File: src/hdl/afc_pkg.sv
// ----------------------------------------------------------------------------
// afc_pkg: shared constants and types for the AABB frustum culler
// Plane register layout, field widths and the plane bank type.
// ----------------------------------------------------------------------------
package afc_pkg;

   localparam int COORD_WIDTH_DEF = 20;
   localparam int NUM_PLANES      = 6;
   localparam int PLANE_W         = 64;
   localparam int NORM_W          = 10;
   localparam int OFFSET_W        = 34;
   localparam int TAG_W           = 16;
   localparam int CSR_IDX_W       = 3;

   // plane register field positions
   localparam int NX_LSB  = 0;
   localparam int NY_LSB  = 10;
   localparam int NZ_LSB  = 20;
   localparam int OFF_LSB = 30;

   // register indexes
   localparam logic [CSR_IDX_W-1:0] REG_PLANE_LEFT   = 3'd0;
   localparam logic [CSR_IDX_W-1:0] REG_PLANE_RIGHT  = 3'd1;
   localparam logic [CSR_IDX_W-1:0] REG_PLANE_TOP    = 3'd2;
   localparam logic [CSR_IDX_W-1:0] REG_PLANE_BOTTOM = 3'd3;
   localparam logic [CSR_IDX_W-1:0] REG_PLANE_NEAR   = 3'd4;
   localparam logic [CSR_IDX_W-1:0] REG_PLANE_FAR    = 3'd5;

   typedef logic [NUM_PLANES-1:0][PLANE_W-1:0] plane_bank_type;

endpackage

File: src/hdl/afc_queue.sv
// ----------------------------------------------------------------------------
// afc_queue: two-entry request queue
// Decouples the intake from the plane test pipeline.
// ----------------------------------------------------------------------------
module afc_queue #(
   parameter int DATA_W = 16
) (
   input  logic              clock,
   input  logic              reset,
   input  logic              in_valid,
   output logic              in_ready,
   input  logic [DATA_W-1:0] in_data,
   output logic              out_valid,
   input  logic              out_ready,
   output logic [DATA_W-1:0] out_data
);
   import afc_pkg::*;

   localparam int DEPTH = 2;

   logic [DATA_W-1:0] mem_ff [DEPTH];
   logic              wr_ptr_ff, wr_ptr_in;
   logic              rd_ptr_ff, rd_ptr_in;
   logic [1:0]        count_ff, count_in;
   logic              push, pop;

   assign in_ready  = (count_ff != 2'(DEPTH));
   assign out_valid = (count_ff != 2'd0);
   assign out_data  = mem_ff[rd_ptr_ff];
   assign push      = in_valid && in_ready;
   assign pop       = out_valid && out_ready;

   // pointer and fill count update
   always_comb begin
      wr_ptr_in = push ? ~wr_ptr_ff : wr_ptr_ff;
      rd_ptr_in = pop ? ~rd_ptr_ff : rd_ptr_ff;
      count_in  = count_ff;
      if (push && !pop) begin
         count_in = count_ff + 2'd1;
      end else if (pop && !push) begin
         count_in = count_ff - 2'd1;
      end
   end

   always_ff @(posedge clock) begin
      if (reset) begin
         wr_ptr_ff <= 1'b0;
         rd_ptr_ff <= 1'b0;
         count_ff  <= 2'd0;
      end else begin
         wr_ptr_ff <= wr_ptr_in;
         rd_ptr_ff <= rd_ptr_in;
         count_ff  <= count_in;
      end
   end

   always_ff @(posedge clock) begin
      if (push) begin
         mem_ff[wr_ptr_ff] <= in_data;
      end
   end

endmodule

File: config.mk
export PLATFORM = sky130hd
export DESIGN_NAME = afc_queue
export DESIGN_NICKNAME = d
export VERILOG_FILES = /design/src/hdl/afc_pkg.sv /design/src/hdl/afc_queue.sv
export SDC_FILE = /design/constraint.sdc
export NUM_CORES = 1
export LEC_CHECK = 0
export ABC_AREA = 0
export BUFFER_PORTS_ARGS = -buffer_cell sky130_fd_sc_hd__buf_2
export CAP_MARGIN = 20
export CELL_PAD_IN_SITES_DETAIL_PLACEMENT = 1
export CELL_PAD_IN_SITES_GLOBAL_PLACEMENT = 2
export CORE_UTILIZATION = 38
export CTS_BUF_LIST = sky130_fd_sc_hd__clkbuf_4 sky130_fd_sc_hd__clkbuf_8 sky130_fd_sc_hd__clkbuf_16
export DETAILED_ROUTE_END_ITERATION = 7
export PLACE_DENSITY_LB_ADDON = 0.1
export SYNTH_ARGS = -nofsm -noshare
export SYNTH_HDL_FRONTEND = slang
export SYNTH_SLANG_ARGS = --single-unit
File: constraint.sdc
create_clock -name clock -period 3.15 [get_ports clock]
set_clock_uncertainty 0.1 [all_clocks]
set_input_delay 0.945 -clock clock [delete_from_list [all_inputs] [get_ports clock]]
set_output_delay 0.945 -clock clock [all_outputs]
set_load 0.005 [all_outputs]
; Word level (Yosys, flattened, before mapping)
; Memories as Yosys holds them, arrays and structs flattened. A register that Yosys moved wholly into a read port is not among the register bits.
; Cells that the tools add are included.
[word_totals]
reg_bits = 4
n_memories = 1
inputBits = 20
out_inout_bits = 18
wordCells = 23
ramBits = 32
[memory_table]
columns = name, depth, width, read_ports, rd_ports_with_merged_regs, write_ports, line_no
row1 = mem_ff, 2, 16, 1, 1, 1, afc_queue.sv:21  ; logic [DATA_W-1:0] mem_ff [DEPTH];
[op_classes]
mux = 6
add_sub_neg = 2
bitwise_logic = 2
reduce_logical = 8
eq_ne = 1
[ops]
columns = cell, n
row1 = logical AND 1 bit, 4
row2 = two-way mux 1 bit, 4
row3 = two-way mux 2 bit, 2
row4 = nonzero test 2 bit, 2
row5 = adder 2 x 1 -> 2 bit (second input constant), 1
row6 = zero test 1 bit, 2
row7 = inequality test 2 bit (second input constant), 1
row8 = inverter 1 bit, 2
row9 = subtractor 2 x 1 -> 2 bit (second input constant), 1

; Longest topological paths before layout
[logic_depth]
depth_word = 6
mapped_depth = 6

; Least setup slack after synthesis
; No wires, ideal clock.
[synth_timing]
path_type = input -> register
start = in in_valid
end = reg count_ff[1]
arrival_ps = 1837
t_required_ps = 2980
cell_stages = 4
path_slack_ps = 1143
path_buffers = 0
cell_sequence = and2_1 -> ha_1 -> or3_1 -> a21oi_1
[synth_via]
elab_chain_cells = 4
elab_cells_between_ends = 6
[synth_rtl]
columns = item, line_no
row1 = start: declaration, afc_queue.sv:10  ; input logic in_valid,
row2 = logical AND 1 bit (*), afc_queue.sv:30  ; assign push = in_valid && in_ready;
row3 = zero test 1 bit, afc_queue.sv:40  ; end else if (pop && !push) begin
row4 = logical AND 1 bit, afc_queue.sv:40
row5 = nonzero test 2 bit (no source line), n/a
row6 = end signal: assignment, afc_queue.sv:53  ; count_ff <= count_in;
row7 = end: declaration, afc_queue.sv:24  ; logic [1:0] count_ff, count_in;
; Every way passes the cells marked *; elsewhere a longest branch is shown, timed or not.
; A chain may end at the register's enable or synchronous reset.

==> impl_metrics.csv <==
group,metric,value,unit
die,start_util,40.3,%
critical_path,cp.required,2100,ps
synth,avgSynthCellArea,18.6,µm²
detailed_routing,firstDrtPassIters,4,
clocking,cts_buffers,5,
global_route,track_usage,13.6,%
placed_design,place_congestion,0.636,
detailed_routing,vias_per_cell,4.71,
clocking,htreeDepth,2,
die,dieArea,3870,µm²
global_route,grt_pass1_wl,3820,µm
critical_path,cp_slowest_stage_delay,800,ps
die,rows,21,
synth,yosysSeqAreaShare,77.1,%
detailed_routing,ant_nets,0,
clocking,cts_buffer_depth,2,
timing,worst_pin_slew,759,ps
timing,hold_viol,0,
synth,syn_inst,74,
die,die_w,62.2,µm
power_and_ir_drop,powerDensity,731,nW/µm²
cells_and_area,drive_above_1_share,53.8,%
clocking,cts_tree,"yes",
hold_path,hp-class,"flop to flop",
critical_path,cp_cell_sequence,"mux2_2, buf_2",
detailed_routing,vias,768,
placed_design,port_buffers,37,
die,die_h,62.2,µm
clocking,cts_root_buf,"clkbuf_4",
power_and_ir_drop,p_leak,0.641,nW
synth,ys_types,18,
cells_and_area,stdcell_count,163,
detailed_routing,drc_errors,0,
global_route,grt_max_degree,17,
timing,relSlewSlack,49.4,%
cells_and_area,finalNetCount,137,
timing,fin_tns_setup,0,ps
flow_run,drv_cap,0,
global_route,grt_overflow,0,
cells_and_area,area_delta_synth_final,21.1,%
critical_path,crit_slowest_cell,"dfxtp_1",
clocking,path_clk_slew,100,ps
timing,slew_violations,0,
synth,yosys_warnings,0,
detailed_routing,drtIter0Drc,19,
critical_path,endpoint_kind,"primary output",
clocking,clk_latency,330,ps
critical_path,arrival,1670,ps
synth,synth_nets,95,
global_route,grt_pass1_vias,811,
critical_path,crit_type,"flop to primary output",
clocking,post_cts_buffers,0,
cells_and_area,antenna_cells,0,
detailed_routing,wl_per_cell,13.4,µm
placed_design,dpl.hpwl,1480,µm
power_and_ir_drop,max-vdd-ir-drop,0.000256,V
cells_and_area,filler_cell_count,361,
clocking,ctsHoldBuffers,0,
outcome,status,"finished clean",
timing,fin_crit,2710,ps
timing,fmax,0.368,GHz
global_route,antenna_found_initial,0,
die,core-area,3420,µm²
timing,grt_setup_unrepaired,"no",
synth,synth_area,1380,µm²
detailed_routing,drt-total-wl,2180,µm
critical_path,path_max_fanout,16,
timing,finalSetupViolations,0,
placed_design,dp_cells,155,
clocking,cts_resized,0,
clocking,numClockSinks,37,
die,ios,38,
synth,synth_seq_cells,37,
timing,fin_crit_sh,86.2,%
critical_path,start_kind,"flop",
-- final timing paths --
| path | startpoint | endpoint | slack (ps) | depth (start not counted) |
|---|---|---|---|---|
| min | rd_ptr_ff$_SDFFE_PP0P_ | flop | 420 | 2 |
| min reg2reg | rd_ptr_ff$_SDFFE_PP0P_ | flop | 420 | 2 |
| max reg2reg | count_ff[0]$_SDFFE_PP0P_ | mem_ff[1][4]$_DFFE_PP_ | 1370 | 2 |
| max | flop | out_data[0] | 440 | 2 |
-- layout make-up --
class                   count  area (µm²)  share of cell area (%)
multi-input cells          34         299                    17.9
inverters                   1        3.75                   0.225
clock buffers               8        60.1                    3.60
repair buffers             37         185                    11.1
well taps                  46        57.6                    3.45
flip-flops and latches     37        1060                    63.7
-- logic make-up after synthesis --
kind of cell	Yosys count	synth area share [%]
AOI/OAI and AO/OA	5	2.18
xor gates and xnor gates	3	1.91
adders and majority gates	1	0.909
buffers and inverters	3	1.18
DFF	37	77.1
muxes	16	13.1
and+or+nand+nor	9	3.64
-- per-stage QoR --
stage | utilization (%) | worst slack [ps] | hold WS, ps | total power, mW | cell area, µm²
2_1_floorplan | - | 1140 | 371 | 0.862 | 1380
3_3_place_gp | 47.0 | 762 | 388 | 0.975 | 1610
3_5_place_dp | 47.0 | 751 | 397 | 0.984 | 1610
4_1_cts | 48.8 | 361 | 426 | 1.24 | 1670
5_1_grt | 48.8 | 298 | 456 | 1.30 | 1670
6_report | 48.8 | 436 | 416 | 1.22 | 1670
-- synth_stat cells (all sizes together) --
library cell	count	area (µm²)
or2	1	6.26
a21oi	2	10.0
and2	1	6.26
or3	1	6.26
nand2b	1	6.26
o21ai	2	10.0
nand3b	1	7.51
xor2	3	26.3
inv	1	3.75
and3	1	6.26
a21bo	1	10.0
nor2	3	11.3
edfxtp	32	961
dfxtp	5	100
ha	1	12.5
mux2	16	180
buf	2	12.5
-- power by group --
| group | internal (mW) | switching [mW] | leakage [nW] |
|---|---|---|---|
| combinational | 0.166 | 0.127 | 0.264 |
| sequential | 0.617 | 0.0534 | 0.340 |
| clock | 0.115 | 0.140 | 0.0368 |
| total | 0.897 | 0.321 | 0.641 |
-- routing by layer --
| metal | vias up | GRT usage [%] | wire (µm) |
|---|---|---|---|
| li1 | 363 | - | - |
| met3 | 6 | 6.07 | 132 |
| met2 | 24 | 23.1 | 1150 |
| met4 | 0 | 6.98 | 51 |
| met1 | 375 | 14.0 | 850 |
| met5 | - | 0 | 0 |
-- placed cells by master, fill, tap and decap left out --
cell type / count
a21bo_2: 1
a21oi_1: 2
and2_1: 1
and3_1: 1
buf_2: 37
clkbuf_4: 8
dfxtp_1: 5
edfxtp_1: 32
ha_1: 1
inv_1: 1
mux2_2: 16
nand2b_1: 1
nand3b_1: 1
nor2_1: 3
o21ai_0: 2
or2_2: 1
or3_1: 1
xor2_1: 3
-- registers in the layout, summed over array words and instances, names as in the netlist, named ones only --
signal / count
mem_ff: 32
count_ff: 2
rd_ptr_ff: 1
wr_ptr_ff: 1
-- critical path, delay by kind of cell (launching register included) --
family | cells | cell delay (ps)
buffers and inverters | 1 | 130
DFF | 1 | 800
muxes | 1 | 420
Power figures use the tool's default switching activity.
