==> src/hdl/afc_pkg.sv <==
// ----------------------------------------------------------------------------
// afc_pkg: shared constants and types for the AABB frustum culler
// Plane register layout, field widths and the plane bank type.
// ----------------------------------------------------------------------------
package afc_pkg;

   localparam int COORD_WIDTH_DEF = 20;
   localparam int NUM_PLANES      = 6;
   localparam int PLANE_W         = 64;
   localparam int NORM_W          = 10;
   localparam int OFFSET_W        = 34;
   localparam int TAG_W           = 16;
   localparam int CSR_IDX_W       = 3;

   // plane register field positions
   localparam int NX_LSB  = 0;
   localparam int NY_LSB  = 10;
   localparam int NZ_LSB  = 20;
   localparam int OFF_LSB = 30;

   // register indexes
   localparam logic [CSR_IDX_W-1:0] REG_PLANE_LEFT   = 3'd0;
   localparam logic [CSR_IDX_W-1:0] REG_PLANE_RIGHT  = 3'd1;
   localparam logic [CSR_IDX_W-1:0] REG_PLANE_TOP    = 3'd2;
   localparam logic [CSR_IDX_W-1:0] REG_PLANE_BOTTOM = 3'd3;
   localparam logic [CSR_IDX_W-1:0] REG_PLANE_NEAR   = 3'd4;
   localparam logic [CSR_IDX_W-1:0] REG_PLANE_FAR    = 3'd5;

   typedef logic [NUM_PLANES-1:0][PLANE_W-1:0] plane_bank_type;

endpackage

==> src/hdl/afc_front.sv <==
// ----------------------------------------------------------------------------
// afc_front: request intake
// Accepts a box, forms doubled centers and widths, holds them for the queue.
// ----------------------------------------------------------------------------
module afc_front #(
   parameter int COORD_WIDTH = afc_pkg::COORD_WIDTH_DEF
) (
   input  logic                                            clock,
   input  logic                                            reset,
   input  logic                                            start,
   output logic                                            busy,
   input  logic signed [COORD_WIDTH-1:0]                   req_min_x,
   input  logic signed [COORD_WIDTH-1:0]                   req_min_y,
   input  logic signed [COORD_WIDTH-1:0]                   req_min_z,
   input  logic signed [COORD_WIDTH-1:0]                   req_max_x,
   input  logic signed [COORD_WIDTH-1:0]                   req_max_y,
   input  logic signed [COORD_WIDTH-1:0]                   req_max_z,
   input  logic [afc_pkg::TAG_W-1:0]                       req_block_tag,
   output logic                                            push_valid,
   input  logic                                            push_ready,
   output logic [5*(COORD_WIDTH+1)+afc_pkg::TAG_W-1:0]     push_data
);
   import afc_pkg::*;

   localparam int W = COORD_WIDTH + 1;
   localparam int ENTRY_W = 5 * W + TAG_W;

   logic                   valid_ff, valid_in;
   logic [ENTRY_W-1:0]     entry_ff, entry_in;
   logic                   accept;
   logic signed [W-1:0]    sum_x, sum_y, sum_z, wid_x, wid_y;

   // doubled center and widths, extended by one bit
   always_comb begin
      sum_x = W'(req_min_x) + W'(req_max_x);
      sum_y = W'(req_min_y) + W'(req_max_y);
      sum_z = W'(req_min_z) + W'(req_max_z);
      wid_x = W'(req_max_x) - W'(req_min_x);
      wid_y = W'(req_max_y) - W'(req_min_y);
   end

   // stall only when the held request cannot move into the queue
   assign busy   = valid_ff && !push_ready;
   assign accept = start && !busy;

   always_comb begin
      valid_in = accept || (valid_ff && !push_ready);
      entry_in = entry_ff;
      if (accept) begin
         entry_in = {req_block_tag, wid_y, wid_x, sum_z, sum_y, sum_x};
      end
   end

   always_ff @(posedge clock) begin
      if (reset) begin
         valid_ff <= 1'b0;
      end else begin
         valid_ff <= valid_in;
      end
      entry_ff <= entry_in;
   end

   assign push_valid = valid_ff;
   assign push_data  = entry_ff;

endmodule

==> config.mk <==
export PLATFORM = sky130hd
export DESIGN_NAME = afc_front
export DESIGN_NICKNAME = d
export VERILOG_FILES = /design/src/hdl/afc_pkg.sv /design/src/hdl/afc_front.sv
export SDC_FILE = /design/constraint.sdc
export NUM_CORES = 1
export LEC_CHECK = 0
export ABC_AREA = 0
export BUFFER_PORTS_ARGS = -buffer_cell sky130_fd_sc_hd__buf_4
export CAP_MARGIN = 15
export CORE_MARGIN = 2
export CORE_UTILIZATION = 53
export CTS_CLUSTER_DIAMETER = 200
export DETAILED_ROUTE_END_ITERATION = 6
export PLACE_DENSITY_LB_ADDON = 0.1
export SLEW_MARGIN = 40
export SYNTH_ARGS = -nofsm -noshare
export SYNTH_HDL_FRONTEND = slang
export SYNTH_SLANG_ARGS = --single-unit
==> constraint.sdc <==
create_clock -name clock -period 10.3 [get_ports clock]
set_clock_uncertainty 0.2 [all_clocks]
set_input_delay 2.06 -clock clock [delete_from_list [all_inputs] [get_ports clock]]
set_output_delay 2.06 -clock clock [all_outputs]
set_load 0.05 [all_outputs]
Word level (Yosys, flattened, before mapping). Cells that the tools add are included.

Bits in registers: 122. Input port bits: 140. Word-level logic and storage cells: 12.

Add/sub/neg operators: 5. Reduce and logical (&&, ||, !) cells: 5.

Operator list (number): adder 20 x 20 -> 21 bit (3); subtractor 20 x 20 -> 21 bit (2); logical AND 1 bit (2); zero test 1 bit (2); logical OR 1 bit (1).

Depth between registers and ports, before layout.
Word-level depth: 5. Depth in mapped cells: 11.

Least setup slack after synthesis. No wires, ideal clock.

Kind: input -> register. Start: in push_ready. End: reg entry_ff[100] (netlist: push_data[100]) (enable). Library setup time: 0.610 ns. Arrival: 7.550 ns. Data required time: 9.490 ns. Path slack: 1.941 ns. Stages: 2. Cells stage by stage: nor2b_1 nor2b_1.

Word-level cells in the longest chain between the ends: 4.

Ends and longest elaborated chain: start: declaration (RTL line afc_front.sv:20) `input logic push_ready,`; zero test 1 bit (RTL line afc_front.sv:43) `assign busy = valid_ff && !push_ready;`; logical AND 1 bit (RTL line afc_front.sv:43); zero test 1 bit (RTL line afc_front.sv:44) `assign accept = start && !busy;`; logical AND 1 bit (RTL line afc_front.sv:44); net accept (RTL line afc_front.sv:30) `logic accept;`; end signal: assignment (RTL line afc_front.sv:60) `entry_ff <= entry_in;`; end: declaration (RTL line afc_front.sv:29) `logic [ENTRY_W-1:0] entry_ff, entry_in;`.

The timed path passes the listed nets, and every way through them passes these cells. A chain may end at the register's enable or synchronous reset.

Worst setup path in the final report.
Start: in push_ready. End: out busy.

Word-level cells in the longest chain between the ends: 2.

Ends and longest elaborated chain: zero test 1 bit (RTL line afc_front.sv:43); logical AND 1 bit (RTL line afc_front.sv:43); end: declaration (RTL line afc_front.sv:11) `output logic busy,`.

No other way between the ends.

==> metrics.yaml <==
synth:
  syn-cell-area_um2: 8590
  synth_top_cell_by_area: "sky130_fd_sc_hd__edfxtp_1"
  post_syn_instances: 846
  synthMostInstantiatedCell: "sky130_fd_sc_hd__edfxtp_1"
  yosys-top-cells-area: "sky130_fd_sc_hd__edfxtp_1, sky130_fd_sc_hd__ha_1, sky130_fd_sc_hd__xnor2_1, sky130_fd_sc_hd__a21oi_1, sky130_fd_sc_hd__inv_1"
  synthesis.nets: 1091
  synth.yosys.seq_area_share: 0.418
  synth_top_cell_area_share: 0.416
  mean_cell_area_of_the_mapped_netlist_um2: 10.2
  synth-main-ff-cell: "sky130_fd_sc_hd__edfxtp_1"
  synth_top_cells_by_count: "sky130_fd_sc_hd__edfxtp_1, sky130_fd_sc_hd__ha_1, sky130_fd_sc_hd__a21oi_1, sky130_fd_sc_hd__inv_1, sky130_fd_sc_hd__xnor2_1"
  post_synth_num_cell_types: 73
  async_flop_share: 0
  count_of_flip_flops_with_a_built_in_enable_after_synthesis: 119
  yosys_register_bits: 120
  synth_warnings: 0
routing:
  via_count: 7062
  postRouteWirelength_mm: 21.5
  route.detailed.vias_per_inst: 5.33
  detail_route.drc_violations: 0
  first_pass_iters: 5
  wl_per_cell_um: 16.2
  drtIter0Drc: 371
  ant_nets: 0
floorplan:
  ioPinCount: 263
  initial_core_utilization: 0.541
  die_x_um: 131
  std_cell_rows: 46
  floorplan_die_area_um2: 17300
  die_height_um: 131
  core_area_um2: 15900
clock_tree:
  path_clk_slew_ns: 0.06
  number_of_buffers_on_the_longest_clock_path: 2
  cts_tree: "done"
  setup_fix_buffers_added_after_clock_tree_synthesis: 0
  clock-sinks: 120
  post_cts_resized: 0
  cts_buffers: 17
  root_buffer: "sky130_fd_sc_hd__clkbuf_16"
  ctsHtreeMaxLevel: 4
  latest_clock_arrival_within_the_worst_skew_pair_ns: 0.41
  ctsHoldBuffers: 0
min_path:
  holdCritPathClass: "reg -> reg"
  whs_path_depth: 3
  worst_hold_path.endpoint: "push_valid"
  worst_hold_startpoint: "push_valid"
global_routing:
  grt_antenna_before_repair: 0
  gr-total-overflow: 0
  aggregate_global_route_resource_usage: 0.247
  grt_pass1_wl_mm: 34.2
  via_count_of_the_first_global_routing_pass: 6886
  grt_start_max_net_pins: 68
sta:
  finalHoldViolations: 0
  clock.fmax_mhz: 202
  relSlewSlack: 0.581
  fin_ws_ns: 5.36
  post-route-period-util: 0.480
  rsz_0062_raised_after_global_routing: "no"
  worst_slew_pin_slew_ns: 0.628
  tns_ns: 0
  period_needed_ns: 4.94
  total_setup_violations_reported_at_the_end_of_the_flow: 0
  fin_hold_ws_ns: 0.450
  final_max_slew_viol_count: 0
place:
  port-buffer-count: 262
  detailed_place_hpwl_mm: 16.7
  finalWeightedCongestion: 0.868
  post-place-ws_ns: 5.34
power:
  total_leakage_power_nw: 5.10
  power_density_nw_per_um2: 172
  peakVddDrop_mv: 0.108
  post-layout-total-power_mw: 1.95
setup_path:
  reg2reg_setup_slack_ns: 7.83
  regToRegEndpoint: "push_data[102]"
  worst-path-max-fanout: 3
  critical_path_required_ns: 8.04
  critical_path_class: "in -> out"
  crit-reg2reg-launch: "push_valid"
  critPathArrivalTime_ns: 2.68
  worst_reg2reg_path_depth: 4
  end_kind: "output pin"
  startpoint_type: "input pin"
run_status:
  status: "finished clean"
layout:
  n_fill_cell: 1228
  final_layout_net_count: 1340
  area_overhead_vs_synth_pct: 32.0
  layout-drive-gt1-share: 0.292
  n_antenna_cell: 0
job:
  max_cap_violations: 0
==> through the flow <==
stage / cells / instance area [um2] / util
6_report: 1324 / 11300 / 0.714
2_1_floorplan: 846 / 8590 / -
4_1_cts: 1324 / 11300 / 0.714
3_5_place_dp: 1292 / 10700 / 0.674
3_3_place_gp: 1292 / 10700 / 0.674
5_1_grt: 1324 / 11300 / 0.714
==> worst max-delay path, cell delays in order <==
cell	delay, ns
sky130_fd_sc_hd__buf_4	0.11
sky130_fd_sc_hd__nor2b_1	0.25
sky130_fd_sc_hd__buf_4	0.26
==> worst max path at each step <==
stage          startpoint              to  slack (ns)  cells after the start
6_report       push_ready            busy        5.36                      3
5_1_grt        push_ready            busy        5.30                      3
4_1_cts        push_ready            busy        5.35                      3
3_5_place_dp   push_ready            busy        5.34                      3
3_3_place_gp   push_ready            busy        5.36                      3
2_1_floorplan  push_ready  push_data[100]        1.94                      2
==> cells by family after synthesis <==
kind of cell / count (synthesis) / synth area share
AO/OA/AOI/OAI: 233 / 0.180
AND/OR/NAND/NOR: 184 / 0.103
buffers and inverters: 118 / 0.0539
XOR/XNOR: 84 / 0.0856
flip-flops: 120 / 0.418
adder cells (fa/ha/maj): 105 / 0.157
multiplexers: 2 / 0.00262
==> final cells by class <==
class / instances / area (um2) / area share
clock buffer: 17 / 425 / 0.0375
clock inverter: 15 / 213 / 0.0187
inverter: 84 / 315 / 0.0278
multi-input combinational: 608 / 4550 / 0.401
sequential: 120 / 3590 / 0.317
tap: 216 / 270 / 0.0238
timing repair buffer: 264 / 1990 / 0.175
==> power breakdown <==
part	internal (mW)	leakage [nW]	switching, mW
logic	0.237	3.64	0.433
registers	0.621	1.16	0.0181
clock network	0.411	0.307	0.234
total	1.27	5.10	0.684
==> placed cells by master, fill, tap and decap left out, types with 3 or more instances in the layout <==
| master | netlist | final |
|---|---|---|
| sky130_fd_sc_hd__nor3_1 | 12 | 12 |
| sky130_fd_sc_hd__a31oi_1 | 7 | 7 |
| sky130_fd_sc_hd__o22ai_1 | 3 | 3 |
| sky130_fd_sc_hd__nand3_1 | 16 | 16 |
| sky130_fd_sc_hd__a21o_1 | 23 | 23 |
| sky130_fd_sc_hd__o21ai_1 | 13 | 13 |
| sky130_fd_sc_hd__o211ai_1 | 6 | 6 |
| sky130_fd_sc_hd__nand2b_1 | 17 | 17 |
| sky130_fd_sc_hd__o41ai_1 | 3 | 3 |
| sky130_fd_sc_hd__nor2_1 | 66 | 66 |
| sky130_fd_sc_hd__xnor2_1 | 67 | 67 |
| sky130_fd_sc_hd__xor2_1 | 17 | 17 |
| sky130_fd_sc_hd__edfxtp_1 | 119 | 119 |
| sky130_fd_sc_hd__a211oi_1 | 4 | 4 |
| sky130_fd_sc_hd__buf_4 | 2 | 263 |
| sky130_fd_sc_hd__nor2b_1 | 13 | 12 |
| sky130_fd_sc_hd__nand4_1 | 7 | 7 |
| sky130_fd_sc_hd__a21oi_1 | 89 | 89 |
| sky130_fd_sc_hd__nor4_1 | 5 | 5 |
| sky130_fd_sc_hd__fa_1 | 5 | 5 |
| sky130_fd_sc_hd__a311oi_1 | 3 | 3 |
| sky130_fd_sc_hd__clkbuf_16 | 0 | 17 |
| sky130_fd_sc_hd__nand2_1 | 32 | 32 |
| sky130_fd_sc_hd__a211oi_2 | 3 | 3 |
| sky130_fd_sc_hd__a2111oi_0 | 3 | 3 |
| sky130_fd_sc_hd__ha_1 | 100 | 100 |
| sky130_fd_sc_hd__o21ai_0 | 27 | 27 |
| sky130_fd_sc_hd__o31ai_1 | 5 | 5 |
| sky130_fd_sc_hd__o21bai_1 | 6 | 6 |
| sky130_fd_sc_hd__inv_1 | 82 | 82 |
| sky130_fd_sc_hd__bufinv_16 | 0 | 4 |
| sky130_fd_sc_hd__inv_6 | 0 | 5 |
| sky130_fd_sc_hd__o21a_1 | 7 | 7 |
| sky130_fd_sc_hd__a211o_1 | 3 | 3 |
==> state kept, by name, indices dropped and copies added (netlist names) <==
| name | cells |
|---|---|
| push_data | 119 |
| push_valid | 1 |
==> layer usage <==
metal / part of all wire / vias up / routed length [um] / global-route usage
met2: 0.49 / 265 / 10400 / 0.425
met4: 0.020 / 0 / 422 / 0.0888
li1: - / 3513 / - / -
met3: 0.072 / 28 / 1560 / 0.0567
met5: 0 / - / 0 / 0
met1: 0.42 / 3256 / 9090 / 0.305
(Power assumes the default switching activity.)
